## src/hw/rtl/b64sc_pkg.sv

```systemverilog
// b64sc_pkg: shared job type and alphabet mapping for the base64 stream codec
// no dependencies; used by every module of the codec

package b64sc_pkg;

    localparam logic [7:0] CHAR_PAD   = 8'h3D;
    localparam logic [7:0] CHAR_PLUS  = 8'h2B;
    localparam logic [7:0] CHAR_SLASH = 8'h2F;
    localparam logic [7:0] CHAR_UPPER = 8'h41;
    localparam logic [7:0] CHAR_LOWER = 8'h61;
    localparam logic [7:0] CHAR_DIGIT = 8'h30;

    localparam logic DIR_ENCODE = 1'b0;
    localparam logic DIR_DECODE = 1'b1;

    // one burst of results: left-aligned group, direction, last index and last real-character index
    typedef struct packed {
        logic [23:0] bits;
        logic        dec;
        logic [1:0]  cnt;
        logic [1:0]  real_last;
    } job_t;

    function automatic logic [7:0] sextet_char(input logic [5:0] v);
        logic [7:0] c;
        if (v < 6'd26) begin
            c = CHAR_UPPER + {2'b00, v};
        end else if (v < 6'd52) begin
            c = CHAR_LOWER + {2'b00, v - 6'd26};
        end else if (v < 6'd62) begin
            c = CHAR_DIGIT + {2'b00, v - 6'd52};
        end else if (v == 6'd62) begin
            c = CHAR_PLUS;
        end else begin
            c = CHAR_SLASH;
        end
        return c;
    endfunction

    // returns {valid, sextet}
    function automatic logic [6:0] char_sextet(input logic [7:0] c);
        logic [7:0] d;
        logic [6:0] r;
        d = 8'h00;
        r = 7'h00;
        if (c >= CHAR_UPPER && c <= 8'h5A) begin
            d = c - CHAR_UPPER;
            r = {1'b1, d[5:0]};
        end else if (c >= CHAR_LOWER && c <= 8'h7A) begin
            d = c - CHAR_LOWER + 8'd26;
            r = {1'b1, d[5:0]};
        end else if (c >= CHAR_DIGIT && c <= 8'h39) begin
            d = c - CHAR_DIGIT + 8'd52;
            r = {1'b1, d[5:0]};
        end else if (c == CHAR_PLUS) begin
            r = {1'b1, 6'd62};
        end else if (c == CHAR_SLASH) begin
            r = {1'b1, 6'd63};
        end
        return r;
    endfunction

endpackage

```

## src/hw/rtl/b64sc_front.sv

```systemverilog
// b64sc_front: accepts items, keeps group state and direction, builds output jobs
// depends on b64sc_pkg

module b64sc_front (
    input  logic               aclk,
    input  logic               aresetn,
    input  logic               cfg_valid,
    input  logic               cfg_data,
    input  logic               s_valid,
    output logic               s_ready,
    input  logic [7:0]         s_data_byte,
    input  logic               s_has_byte,
    input  logic               s_end_of_message,
    input  logic               q_full,
    output logic               push_valid,
    output b64sc_pkg::job_t    push_job
);

    logic        dir_reg;
    logic [23:0] gb_reg, gb_next;
    logic [1:0]  cnt_reg, cnt_next;
    logic        halted_reg, halted_next;

    logic [2:0]  cnt_step;
    logic [6:0]  sx;
    logic        job_v;
    b64sc_pkg::job_t job;
    logic        accept;

    assign s_ready = !q_full;
    assign accept  = s_valid && s_ready;

    always_comb begin
        gb_next     = gb_reg;
        cnt_step    = {1'b0, cnt_reg};
        halted_next = halted_reg;
        job_v       = 1'b0;
        job         = '0;
        sx          = b64sc_pkg::char_sextet(s_data_byte);

        if (s_has_byte) begin
            if (dir_reg == b64sc_pkg::DIR_ENCODE) begin
                gb_next  = {gb_reg[15:0], s_data_byte};
                cnt_step = {1'b0, cnt_reg} + 3'd1;
                if (cnt_step >= 3'd3) begin
                    job_v         = 1'b1;
                    job.bits      = gb_next;
                    job.dec       = b64sc_pkg::DIR_ENCODE;
                    job.cnt       = 2'd3;
                    job.real_last = 2'd3;
                    gb_next       = '0;
                    cnt_step      = '0;
                end
            end else if (!halted_reg) begin
                if (!sx[6]) begin
                    halted_next = 1'b1;
                end else begin
                    gb_next  = {gb_reg[17:0], sx[5:0]};
                    cnt_step = {1'b0, cnt_reg} + 3'd1;
                    if (cnt_step == 3'd4) begin
                        job_v         = 1'b1;
                        job.bits      = gb_next;
                        job.dec       = b64sc_pkg::DIR_DECODE;
                        job.cnt       = 2'd2;
                        job.real_last = 2'd2;
                        gb_next       = '0;
                        cnt_step      = '0;
                    end
                end
            end
        end

        if (s_end_of_message) begin
            if (dir_reg == b64sc_pkg::DIR_ENCODE) begin
                job.dec = b64sc_pkg::DIR_ENCODE;
                job.cnt = 2'd3;
                case (cnt_step[1:0])
                    2'd1: begin
                        job_v         = 1'b1;
                        job.bits      = {gb_next[7:0], 16'h0000};
                        job.real_last = 2'd1;
                    end
                    2'd2: begin
                        job_v         = 1'b1;
                        job.bits      = {gb_next[15:0], 8'h00};
                        job.real_last = 2'd2;
                    end
                    2'd3: begin
                        job_v         = 1'b1;
                        job.bits      = gb_next;
                        job.real_last = 2'd3;
                    end
                    default: begin
                    end
                endcase
            end else begin
                job.dec = b64sc_pkg::DIR_DECODE;
                case (cnt_step[1:0])
                    2'd2: begin
                        job_v         = 1'b1;
                        job.bits      = {gb_next[11:0], 12'h000};
                        job.cnt       = 2'd0;
                        job.real_last = 2'd0;
                    end
                    2'd3: begin
                        job_v         = 1'b1;
                        job.bits      = {gb_next[17:0], 6'h00};
                        job.cnt       = 2'd1;
                        job.real_last = 2'd1;
                    end
                    default: begin
                    end
                endcase
            end
            gb_next     = '0;
            cnt_step    = '0;
            halted_next = 1'b0;
        end
        cnt_next = cnt_step[1:0];
    end

    assign push_valid = accept && job_v;
    assign push_job   = job;

    always_ff @(posedge aclk) begin
        if (!aresetn) begin
            dir_reg    <= b64sc_pkg::DIR_ENCODE;
            gb_reg     <= '0;
            cnt_reg    <= '0;
            halted_reg <= 1'b0;
        end else begin
            if (cfg_valid) begin
                dir_reg <= cfg_data;
            end
            if (accept) begin
                gb_reg     <= gb_next;
                cnt_reg    <= cnt_next;
                halted_reg <= halted_next;
            end
        end
    end

endmodule

```

## src/hw/rtl/b64sc_queue.sv

```systemverilog
// b64sc_queue: short job queue between front and back
// depends on b64sc_pkg

module b64sc_queue #(
    parameter int unsigned DEPTH = 2
) (
    input  logic            aclk,
    input  logic            aresetn,
    input  logic            push_valid,
    input  b64sc_pkg::job_t push_job,
    output logic            full,
    input  logic            pop,
    output logic            head_valid,
    output b64sc_pkg::job_t head_job
);

    localparam int unsigned AW = $clog2(DEPTH);
    localparam int unsigned CW = $clog2(DEPTH + 1);

    b64sc_pkg::job_t entry_reg [DEPTH];
    logic [AW-1:0] wr_reg, wr_next;
    logic [AW-1:0] rd_reg, rd_next;
    logic [CW-1:0] count_reg, count_next;
    logic          do_push, do_pop;

    assign full       = (count_reg == CW'(DEPTH));
    assign head_valid = (count_reg != '0);
    assign head_job   = entry_reg[rd_reg];
    assign do_push    = push_valid && !full;
    assign do_pop     = pop && head_valid;

    always_comb begin
        wr_next    = wr_reg;
        rd_next    = rd_reg;
        count_next = count_reg;
        if (do_push) begin
            wr_next = (wr_reg == AW'(DEPTH - 1)) ? '0 : wr_reg + 1'b1;
        end
        if (do_pop) begin
            rd_next = (rd_reg == AW'(DEPTH - 1)) ? '0 : rd_reg + 1'b1;
        end
        if (do_push && !do_pop) begin
            count_next = count_reg + 1'b1;
        end else if (do_pop && !do_push) begin
            count_next = count_reg - 1'b1;
        end
    end

    always_ff @(posedge aclk) begin
        if (do_push) begin
            entry_reg[wr_reg] <= push_job;
        end
        if (!aresetn) begin
            wr_reg    <= '0;
            rd_reg    <= '0;
            count_reg <= '0;
        end else begin
            wr_reg    <= wr_next;
            rd_reg    <= rd_next;
            count_reg <= count_next;
        end
    end

endmodule

```

## src/hw/rtl/b64sc_back.sv

```systemverilog
// b64sc_back: walks the head job one result per cycle into the output register while m_ready does not stall it
// depends on b64sc_pkg

module b64sc_back (
    input  logic            aclk,
    input  logic            aresetn,
    input  logic            head_valid,
    input  b64sc_pkg::job_t head_job,
    output logic            pop,
    output logic            m_valid,
    input  logic            m_ready,
    output logic [7:0]      m_out_byte,
    output logic            m_last_of_run
);

    logic [1:0] k_reg, k_next;
    logic       m_valid_reg;
    logic [7:0] byte_reg;
    logic       last_reg;

    logic       load;
    logic       last;
    logic [5:0] six;
    logic [7:0] dbyte;
    logic [7:0] res;

    assign load = head_valid && (!m_valid_reg || m_ready);
    assign last = (k_reg == head_job.cnt);
    assign pop  = load && last;

    always_comb begin
        case (k_reg)
            2'd0: begin
                six   = head_job.bits[23:18];
                dbyte = head_job.bits[23:16];
            end
            2'd1: begin
                six   = head_job.bits[17:12];
                dbyte = head_job.bits[15:8];
            end
            2'd2: begin
                six   = head_job.bits[11:6];
                dbyte = head_job.bits[7:0];
            end
            default: begin
                six   = head_job.bits[5:0];
                dbyte = head_job.bits[7:0];
            end
        endcase
        if (head_job.dec == b64sc_pkg::DIR_DECODE) begin
            res = dbyte;
        end else if (k_reg <= head_job.real_last) begin
            res = b64sc_pkg::sextet_char(six);
        end else begin
            res = b64sc_pkg::CHAR_PAD;
        end
        k_next = last ? 2'd0 : k_reg + 2'd1;
    end

    always_ff @(posedge aclk) begin
        if (load) begin
            byte_reg <= res;
            last_reg <= last;
        end
        if (!aresetn) begin
            k_reg       <= '0;
            m_valid_reg <= 1'b0;
        end else begin
            if (load) begin
                k_reg       <= k_next;
                m_valid_reg <= 1'b1;
            end else if (m_ready) begin
                m_valid_reg <= 1'b0;
            end
        end
    end

    assign m_valid       = m_valid_reg;
    assign m_out_byte    = byte_reg;
    assign m_last_of_run = last_reg;

    a_enc_four : assert property (@(posedge aclk) disable iff (!aresetn)
        (head_valid && head_job.dec == b64sc_pkg::DIR_ENCODE) |-> head_job.cnt == 2'd3)
        else $error("encode job without four results");

    a_dec_max_three : assert property (@(posedge aclk) disable iff (!aresetn)
        (head_valid && head_job.dec == b64sc_pkg::DIR_DECODE) |-> head_job.cnt != 2'd3)
        else $error("decode job with four results");

    a_k_in_range : assert property (@(posedge aclk) disable iff (!aresetn)
        head_valid |-> k_reg <= head_job.cnt)
        else $error("result index beyond job length");

    a_k_idle : assert property (@(posedge aclk) disable iff (!aresetn)
        !head_valid |-> k_reg == 2'd0)
        else $error("result index left over with no job");

endmodule

```

## src/hw/rtl/base64_stream_codec_unit.sv

```systemverilog
// base64_stream_codec_unit: top level of the base64 stream codec
// depends on b64sc_pkg, b64sc_front, b64sc_queue, b64sc_back
//
// Byte-stream base64 codec; cfg_data sets the direction (0 encode, 1 decode). The user must
// write it only while the block is idle; the block itself does not enforce this. The front
// takes one input item per cycle whenever the job queue (QUEUE_DEPTH entries) has room, and
// turns each item that produces output into one job. The back drains jobs through the
// output register at one result byte per cycle while m_ready does not stall it; a job is
// registered in the queue before its first result is loaded into the output register. An
// encoded group of three bytes gives four result bytes, so the output limits encode input.

module base64_stream_codec_unit #(
    parameter int unsigned QUEUE_DEPTH = 2
) (
    input  logic       aclk,
    input  logic       aresetn,
    input  logic       cfg_valid,
    output logic       cfg_ready,
    input  logic       cfg_data,
    input  logic       s_valid,
    output logic       s_ready,
    input  logic [7:0] s_data_byte,
    input  logic       s_has_byte,
    input  logic       s_end_of_message,
    output logic       m_valid,
    input  logic       m_ready,
    output logic [7:0] m_out_byte,
    output logic       m_last_of_run
);

    logic            q_full;
    logic            push_valid;
    b64sc_pkg::job_t push_job;
    logic            pop;
    logic            head_valid;
    b64sc_pkg::job_t head_job;

    assign cfg_ready = 1'b1;

    b64sc_front u_front (
        .aclk             (aclk),
        .aresetn          (aresetn),
        .cfg_valid        (cfg_valid),
        .cfg_data         (cfg_data),
        .s_valid          (s_valid),
        .s_ready          (s_ready),
        .s_data_byte      (s_data_byte),
        .s_has_byte       (s_has_byte),
        .s_end_of_message (s_end_of_message),
        .q_full           (q_full),
        .push_valid       (push_valid),
        .push_job         (push_job)
    );

    b64sc_queue #(
        .DEPTH (QUEUE_DEPTH)
    ) u_queue (
        .aclk       (aclk),
        .aresetn    (aresetn),
        .push_valid (push_valid),
        .push_job   (push_job),
        .full       (q_full),
        .pop        (pop),
        .head_valid (head_valid),
        .head_job   (head_job)
    );

    b64sc_back u_back (
        .aclk          (aclk),
        .aresetn       (aresetn),
        .head_valid    (head_valid),
        .head_job      (head_job),
        .pop           (pop),
        .m_valid       (m_valid),
        .m_ready       (m_ready),
        .m_out_byte    (m_out_byte),
        .m_last_of_run (m_last_of_run)
    );

endmodule

```

## config.mk

```make
export PLATFORM = sky130hd
export DESIGN_NAME = base64_stream_codec_unit
export DESIGN_NICKNAME = d
export VERILOG_FILES = /design/src/hw/rtl/b64sc_pkg.sv /design/src/hw/rtl/b64sc_front.sv /design/src/hw/rtl/b64sc_queue.sv /design/src/hw/rtl/b64sc_back.sv /design/src/hw/rtl/base64_stream_codec_unit.sv
export SDC_FILE = /design/constraint.sdc
export NUM_CORES = 1
export LEC_CHECK = 0
export ABC_CLOCK_PERIOD_IN_PS = 12100
export BUFFER_PORTS_ARGS = -buffer_cell sky130_fd_sc_hd__buf_4
export CAP_MARGIN = 20
export CORE_UTILIZATION = 45
export DETAILED_ROUTE_END_ITERATION = 6
export PLACE_DENSITY_LB_ADDON = 0.08
export SYNTH_ARGS = -nofsm -noshare
export SYNTH_HDL_FRONTEND = slang
export SYNTH_HIERARCHICAL = 1
export SYNTH_SLANG_ARGS = --single-unit
```

## constraint.sdc

```tcl
create_clock -name aclk -period 12.1 [get_ports aclk]
set_input_delay 1.21 -clock aclk [delete_from_list [all_inputs] [get_ports aclk]]
set_output_delay 1.21 -clock aclk [all_outputs]
set_load 0.02 [all_outputs]
```

* Word-level counts from Yosys, hierarchy flattened *
Memory sizes are Yosys's and may differ from the RTL's. A register that Yosys moved wholly into a read port is not among the register bits.
Cells that the tools add are included.

operators by class
  reduce and logical (&&, ||, !) cells = 25
  add/sub/neg operators = 16
  order comparisons = 11
  multiplexer cells = 65
  equality and inequality tests = 11

operators by type and width
  operator                                                                              number
  29-bit 2-to-1 mux                                                                     8
  24-bit 2-to-1 mux                                                                     7
  24-bit one-hot mux with 3 select lines                                                1
  24-bit one-hot mux with 2 select lines                                                1
  8-bit 2-to-1 mux                                                                      5
  7-bit 2-to-1 mux                                                                      5
  1-bit 2-to-1 mux                                                                      23
  2-bit 2-to-1 mux                                                                      10
  6-bit one-hot mux with 3 select lines                                                 1
  6-bit subtractor (second input constant)                                              3
  7-bit by 6-bit adder with 8-bit output (first input constant)                         2
  8-bit by 6-bit == test with 1-bit output (second input constant)                      2
  8-bit by 7-bit greater-or-equal comparator with 1-bit output (second input constant)  2
  8-bit by 7-bit less-or-equal comparator with 1-bit output (second input constant)     2
  8-bit one-hot mux with 2 select lines                                                 1
  6-bit less-than comparator (second input constant)                                    2
  1-bit logical AND                                                                     11
  2-bit nonzero test                                                                    5
  2-bit == test (second input constant)                                                 4
  8-bit by 6-bit greater-or-equal comparator with 1-bit output (second input constant)  1
  8-bit by 6-bit less-or-equal comparator with 1-bit output (second input constant)     1
  4-bit one-hot mux with 2 select lines                                                 1
  6-bit by 6-bit adder with 7-bit output (first input constant)                         1
  6-bit by 5-bit adder with 6-bit output (second input constant)                        1
  other kinds (22)                                                                      28

storage, ports and cells
  memories kept = 1
  memory bits (writable) = 58
  register bits = 44
  input port bits = 16
  logic and storage cells = 140
  output and inout bits = 12

memory list
  memory             words  bits a word  read ports  clocked after Yosys merged registers in  write ports  RTL line           text
  u_queue.entry_reg  2      29           1           1                                        1            b64sc_queue.sv:20  b64sc_pkg::job_t entry_reg [DEPTH];

* Depth between registers and ports, before layout *
  depth in word-level cells = 21
  depth in mapped cells = 17
  depth with buffers taken out = 15

* By module *
The synthesis kept the hierarchy.

modules (own cells, without submodules)
  module                    area an instance (sq um)  cells each  instances  seq. area each (sq um)
  b64sc_front               3599.7                    497         1          560.5
  b64sc_queue               2324.7                    115         1          1841.8
  b64sc_back                1420.1                    160         1          330.3
  base64_stream_codec_unit  11.3                      2           1          0.0

* Worst setup path after synthesis *
OpenSTA, ideal clock, no wires.

  path type = input -> register
  start point = input port s_data_byte[2]
  end point = memory u_queue/entry_reg[0][0] in the netlist's numbering (enable)
  path buffers = 2
  cell stages on the path = 13
  library setup time = 412 ps
  path slack = 6615 ps
  required time = 11688 ps
  arrival = 5074 ps
  cell sequence = clkbuf_1 -> inv_1 -> ha_1 -> a21o_1 -> o211a_1 -> and2_4 -> a211oi_1 -> and2_0 -> clkbuf_1 -> a21oi_1 -> a21oi_1 -> inv_1 -> nor3_2

on the way
  cells in the longest elaborated chain, start to end = 19
  elaborated cells between the ends (all ways) = 37
  those cells by class = order compare: 6; eq/ne: 5; mux: 19; reduce/logical: 7

ends and longest elaborated chain
  item                                                                                                                  RTL line                              text
  start, declared                                                                                                       base64_stream_codec_unit.sv:22        input logic [7:0] s_data_byte,
  parallel branches: the longest is 5 deep, another holds 8-bit by 6-bit greater-or-equal comparator with 1-bit output  n/a
  7-bit 2-to-1 mux (*)                                                                                                  b64sc_pkg.sv:46                       if (c >= CHAR_UPPER && c <= 8'h5A) begin
  2-bit 2-to-1 mux                                                                                                      b64sc_front.sv:55                     if (!sx[6]) begin
  2-bit 2-to-1 mux                                                                                                      b64sc_front.sv:54                     end else if (!halted_reg) begin
  2-bit 2-to-1 mux                                                                                                      b64sc_front.sv:42                     if (dir_reg == b64sc_pkg::DIR_ENCODE) begin
  2-bit 2-to-1 mux                                                                                                      b64sc_front.sv:41                     if (s_has_byte) begin
  2-bit by 1-bit == test with 1-bit output / 2-bit == test (equally long branches)                                      b64sc_front.sv:77, b64sc_front.sv:98
  3-bit OR reduction (no line) / 2-bit OR reduction (equally long branches)                                             n/a
  1-bit 2-to-1 mux (on tied branches)                                                                                   b64sc_front.sv:77, b64sc_front.sv:98
  1-bit 2-to-1 mux                                                                                                      b64sc_front.sv:74                     if (dir_reg == b64sc_pkg::DIR_ENCODE) begin
  1-bit 2-to-1 mux (*)                                                                                                  b64sc_front.sv:73                     if (s_end_of_message) begin
  1-bit logical AND (*)                                                                                                 b64sc_front.sv:122                    assign push_valid = accept && job_v;
  via push_valid                                                                                                        base64_stream_codec_unit.sv:32        logic push_valid;
  1-bit logical AND (*)                                                                                                 b64sc_queue.sv:29                     assign do_push = push_valid && !full;
  1-bit 2-to-1 mux (*)                                                                                                  b64sc_queue.sv:50                     if (do_push) begin
  1-bit 2-to-1 mux (implied by the code) (*)                                                                            b64sc_queue.sv:51                     entry_reg[wr_reg] <= push_job;
  end, declared                                                                                                         b64sc_queue.sv:20

Mark *: on every way through the listed nets, which the timed path passes.

* Worst setup path after layout *
  start point = input port s_data_byte[2]
  end point = register u_queue.count_reg[1]

on the way
  cells in the longest elaborated chain, start to end = 20
  elaborated cells between the ends (all ways) = 40
  those cells by class = order compare: 6; eq/ne: 5; mux: 18; reduce/logical: 11

ends and longest elaborated chain
  item                                                                                                                  RTL line                              text
  parallel branches: the longest is 5 deep, another holds 8-bit by 6-bit greater-or-equal comparator with 1-bit output  n/a
  7-bit 2-to-1 mux (*)                                                                                                  b64sc_pkg.sv:46
  2-bit 2-to-1 mux                                                                                                      b64sc_front.sv:55
  2-bit 2-to-1 mux                                                                                                      b64sc_front.sv:54
  2-bit 2-to-1 mux                                                                                                      b64sc_front.sv:42
  2-bit 2-to-1 mux                                                                                                      b64sc_front.sv:41
  2-bit by 1-bit == test with 1-bit output / 2-bit == test (equally long branches)                                      b64sc_front.sv:77, b64sc_front.sv:98
  3-bit OR reduction (no line) / 2-bit OR reduction (equally long branches)                                             n/a
  [2 not listed]                                                                                                        n/a
  1-bit 2-to-1 mux (*)                                                                                                  b64sc_front.sv:73
  1-bit logical AND (*)                                                                                                 b64sc_front.sv:122
  via push_valid                                                                                                        base64_stream_codec_unit.sv:32
  1-bit logical AND (*)                                                                                                 b64sc_queue.sv:29
  via u_queue.do_push                                                                                                   b64sc_queue.sv:24                     logic do_push, do_pop;
  1-bit logical NOT                                                                                                     b64sc_queue.sv:44                     end else if (do_pop && !do_push) begin
  1-bit logical AND                                                                                                     b64sc_queue.sv:44
  2-bit nonzero test (no line)                                                                                          n/a
  end signal, assigned                                                                                                  b64sc_queue.sv:60                     count_reg <= count_next;
  end, declared                                                                                                         b64sc_queue.sv:23                     logic [CW-1:0] count_reg, count_next;

Marked as above.
A chain may end at the register's enable or synchronous reset.

==> results.json <==
{
  "grt_max_degree": 34,
  "synthTopCellsByCount": "nand2_1 (74), edfxtp_1 (67), nor2_1 (51)",
  "via_per_inst": 6.474,
  "finalWirelength_mm": 22.77,
  "cts_hold_buf": 0,
  "syn_avg_cell_area_um2": 9.504,
  "slew_violations": 0,
  "diodes": 0,
  "syn_to_final_growth_pct": 8.641,
  "routedWlPerCell_um": 22.74,
  "cp_data_arrival_time_ns": 5.36,
  "fin_setup_tns_ns": 0,
  "crit_family": "compound AO/OA/AOI/OAI gates",
  "drive_gt1_share_pct": 16.94,
  "fmax_ghz": 0.1972,
  "fin_crit_ns": 5.070,
  "hold_class": "flip-flop to flip-flop",
  "first_global_vias": 6123,
  "synth_nets": 817,
  "postPlaceCellArea_um2": 7690,
  "tightest_slew_ns": 1.133,
  "largest_reg_flops": 58,
  "drc_errors": 0,
  "crit_path_max_fanout": 11,
  "final_cell_area_um2": 7991,
  "clk_latency_ns": 0.36,
  "antenna_found_initial": 0,
  "initial_core_util_pct": 46.14,
  "ctsResizeCount": 0,
  "grt_pass1_wl_mm": 35.53,
  "globalplace.congestion": 0.9164,
  "p_leak_nw": 2.852,
  "total_power_mw": 0.9302,
  "num_rows": 46,
  "async_flop_share_pct": 0,
  "path_cells": "buf_4 -> inv_1 -> ha_1 -> nand2_1 -> o211a_1 -> and2_4 -> a211oi_1 -> and2_0 -> a21oi_1 -> a21oi_1 -> inv_1 -> nor2_1 -> ha_1 -> or3_1 -> a21boi_1",
  "period_share_pct": 41.90,
  "cts_sinks": 103,
  "num-nets-final": 823,
  "synthCells": 774,
  "synthFlopType": "edfxtp_1",
  "critPathKind": "primary input to flip-flop",
  "fillCellCount": 1550,
  "clock_power_share_pct": 30.8,
  "clockBufferDepth": 2,
  "drt_iter0_drc": 699,
  "synth_top_cell_by_area": "edfxtp_1",
  "finalWorstSetupSlack_ns": 7.030,
  "synth-edff-count": 67,
  "multi_input_area_um2": 4230,
  "regArea_um2": 2733,
  "dp_hpwl_mm": 16.45,
  "worstSetupEndpointType": "flip-flop",
  "firstDrtPassIters": 5,
  "die_area_um2": 16860,
  "vdd.ir_drop.worst_mv": 0.06527,
  "swShare_pct": 33.29,
  "ys_warn_count": 6,
  "core-area_um2": 15940,
  "seqPwrFrac_pct": 43.0,
  "rsz0062_at_grt": "false",
  "synthesis.area_um2": 7356,
  "critPathMaxStageDelay_ns": 0.80,
  "synth_cell_types": 105,
  "cp_num_buf_inv": 3,
  "crit_path_top_delay_cell": "a211oi_1",
  "numPortBuffers": 26,
  "finalSetupViolCount": 0,
  "gr-usage-all-layers_pct": 28.12,
  "relSlewSlack_pct": 23.54,
  "vias": 6480,
  "synth_seq_cells": 103,
  "critPathLaunchType": "primary input",
  "cts_setup_buffers": 0,
  "io_pins": 28,
  "die_y_um": 129.9,
  "synthDominantCellAreaShare_pct": 27.35,
  "status": "finished clean",
  "hold_violations": 0,
  "cts_tree": "built",
  "power.density_nw_per_um2": 116.4,
  "grt.overflow.total": 0,
  "p_int_mw": 0.6206,
  "htree_levels": 3,
  "synth.area.top_cells": "edfxtp_1 (27%), dfxtp_1 (9.8%), ha_1 (4.6%)",
  "comb_power_share_pct": 26.2,
  "finalClockSkew_ns": 0.007093,
  "clkTransAtPathRegs_ns": 0.07,
  "power_switching_mw": 0.3097,
  "ant_nets": 0,
  "fp.dieW_um": 129.9,
  "cp.required_ns": 12.39,
  "yosysMostFrequentCell": "nand2_1",
  "cap_violations": 0,
  "holdWs_ns": 0.4764,
  "yosysSeqAreaShare_pct": 37.15,
  "cts_made_buffers": 9,
  "place_ws_ns": 6.797,
  "clockRootBuffer": "clkbuf_16"
}
-- cell usage in the layout, fill, tap and decap left out, types with 9 or more instances in the layout --
cell type  instances
and3_1             9
nand3_1           14
and2_1            13
inv_1             38
edfxtp_1          67
nand4_1            9
mux2_2            30
a31oi_1            9
buf_4             40
a22oi_1           30
dfxtp_1           36
a21oi_1           27
o22ai_1           15
o211ai_1          19
nand2_1           74
a32oi_1            9
a22o_1            15
clkbuf_16          9
nor2_1            51
ha_1              27
nor3_1            11
o21ai_0           36
-- worst reg2reg max path, cell delays in order, from the launching register on --
cell	delay [ns]
dfxtp_1	0.33
buf_4	0.35
o21ai_0	0.15
o21ai_0	0.13
o21ai_0	0.16
o21ai_0	0.55
o21bai_1	0.23
o211ai_1	0.11
buf_4	0.23
a21oi_1	0.24
inv_1	0.13
nor2_1	0.12
ha_1	0.26
or3_1	0.37
a21boi_1	0.14
-- power groups by stage --
stage	clock, mW	combinational [mW]	sequential (mW)
2_1_floorplan	0	0.166	0.411
3_3_place_gp	0	0.235	0.407
3_5_place_dp	0	0.237	0.408
4_1_cts	0.295	0.238	0.399
5_1_grt	0.306	0.265	0.401
6_report	0.287	0.244	0.400
-- per-stage QoR --
stage          std cells  utilization, %
6_report            1001           50.13
4_1_cts             1000           50.05
2_1_floorplan        774               -
3_5_place_dp         984           48.23
3_3_place_gp         984           48.23
5_1_grt             1001           50.13
-- final cells by class --
type	instances	share of cell area [%]
Multi-Input combinational cell	584	52.94
Sequential cell	103	34.19
Timing Repair Buffer	41	3.899
Tap cell	216	3.382
Clock buffer	9	2.818
Inverter	41	1.957
Clock inverter	7	0.8142
-- logic make-up (layout without fill, tap and decap cells) --
| group | after synthesis | in the layout | share of synthesized area, % |
|---|---|---|---|
| xor gates and xnor gates | 16 | 16 | 2.109 |
| AOI/OAI and AO/OA | 268 | 268 | 28.42 |
| and+or+nand+nor | 236 | 236 | 16.70 |
| other | 1 | 1 | 0.05098 |
| muxes | 36 | 36 | 5.477 |
| buffers and inverters | 87 | 98 | 5.494 |
| adders and majority gates | 27 | 27 | 4.593 |
| DFF | 103 | 103 | 37.15 |
-- worst paths after layout --
kind | to | slack (ns) | cells past startpoint | from
min reg2reg | u_front/gb_reg[18]$_SDFFE_PN0P_ | 0.48 | 2 | u_front/gb_reg[18]$_SDFFE_PN0P_
min | u_front/gb_reg[18]$_SDFFE_PN0P_ | 0.48 | 2 | u_front/gb_reg[18]$_SDFFE_PN0P_
max reg2reg | u_queue/count_reg[1]$_SDFFE_PN0P_ | 8.53 | 14 | u_front/dir_reg$_SDFFE_PN0P_
max | u_queue/count_reg[1]$_SDFFE_PN0P_ | 7.03 | 15 | s_data_byte[2]
-- per-layer routing --
metal | global-route usage, % | routed length (µm) | up-vias
li1 | - | - | 2983
met1 | 39.93 | 10370 | 3160
met2 | 43.54 | 10320 | 288
met3 | 3.239 | 1431 | 49
met4 | 11.35 | 653 | 0
met5 | 0 | 0 | -
(Power assumes the default switching activity.)
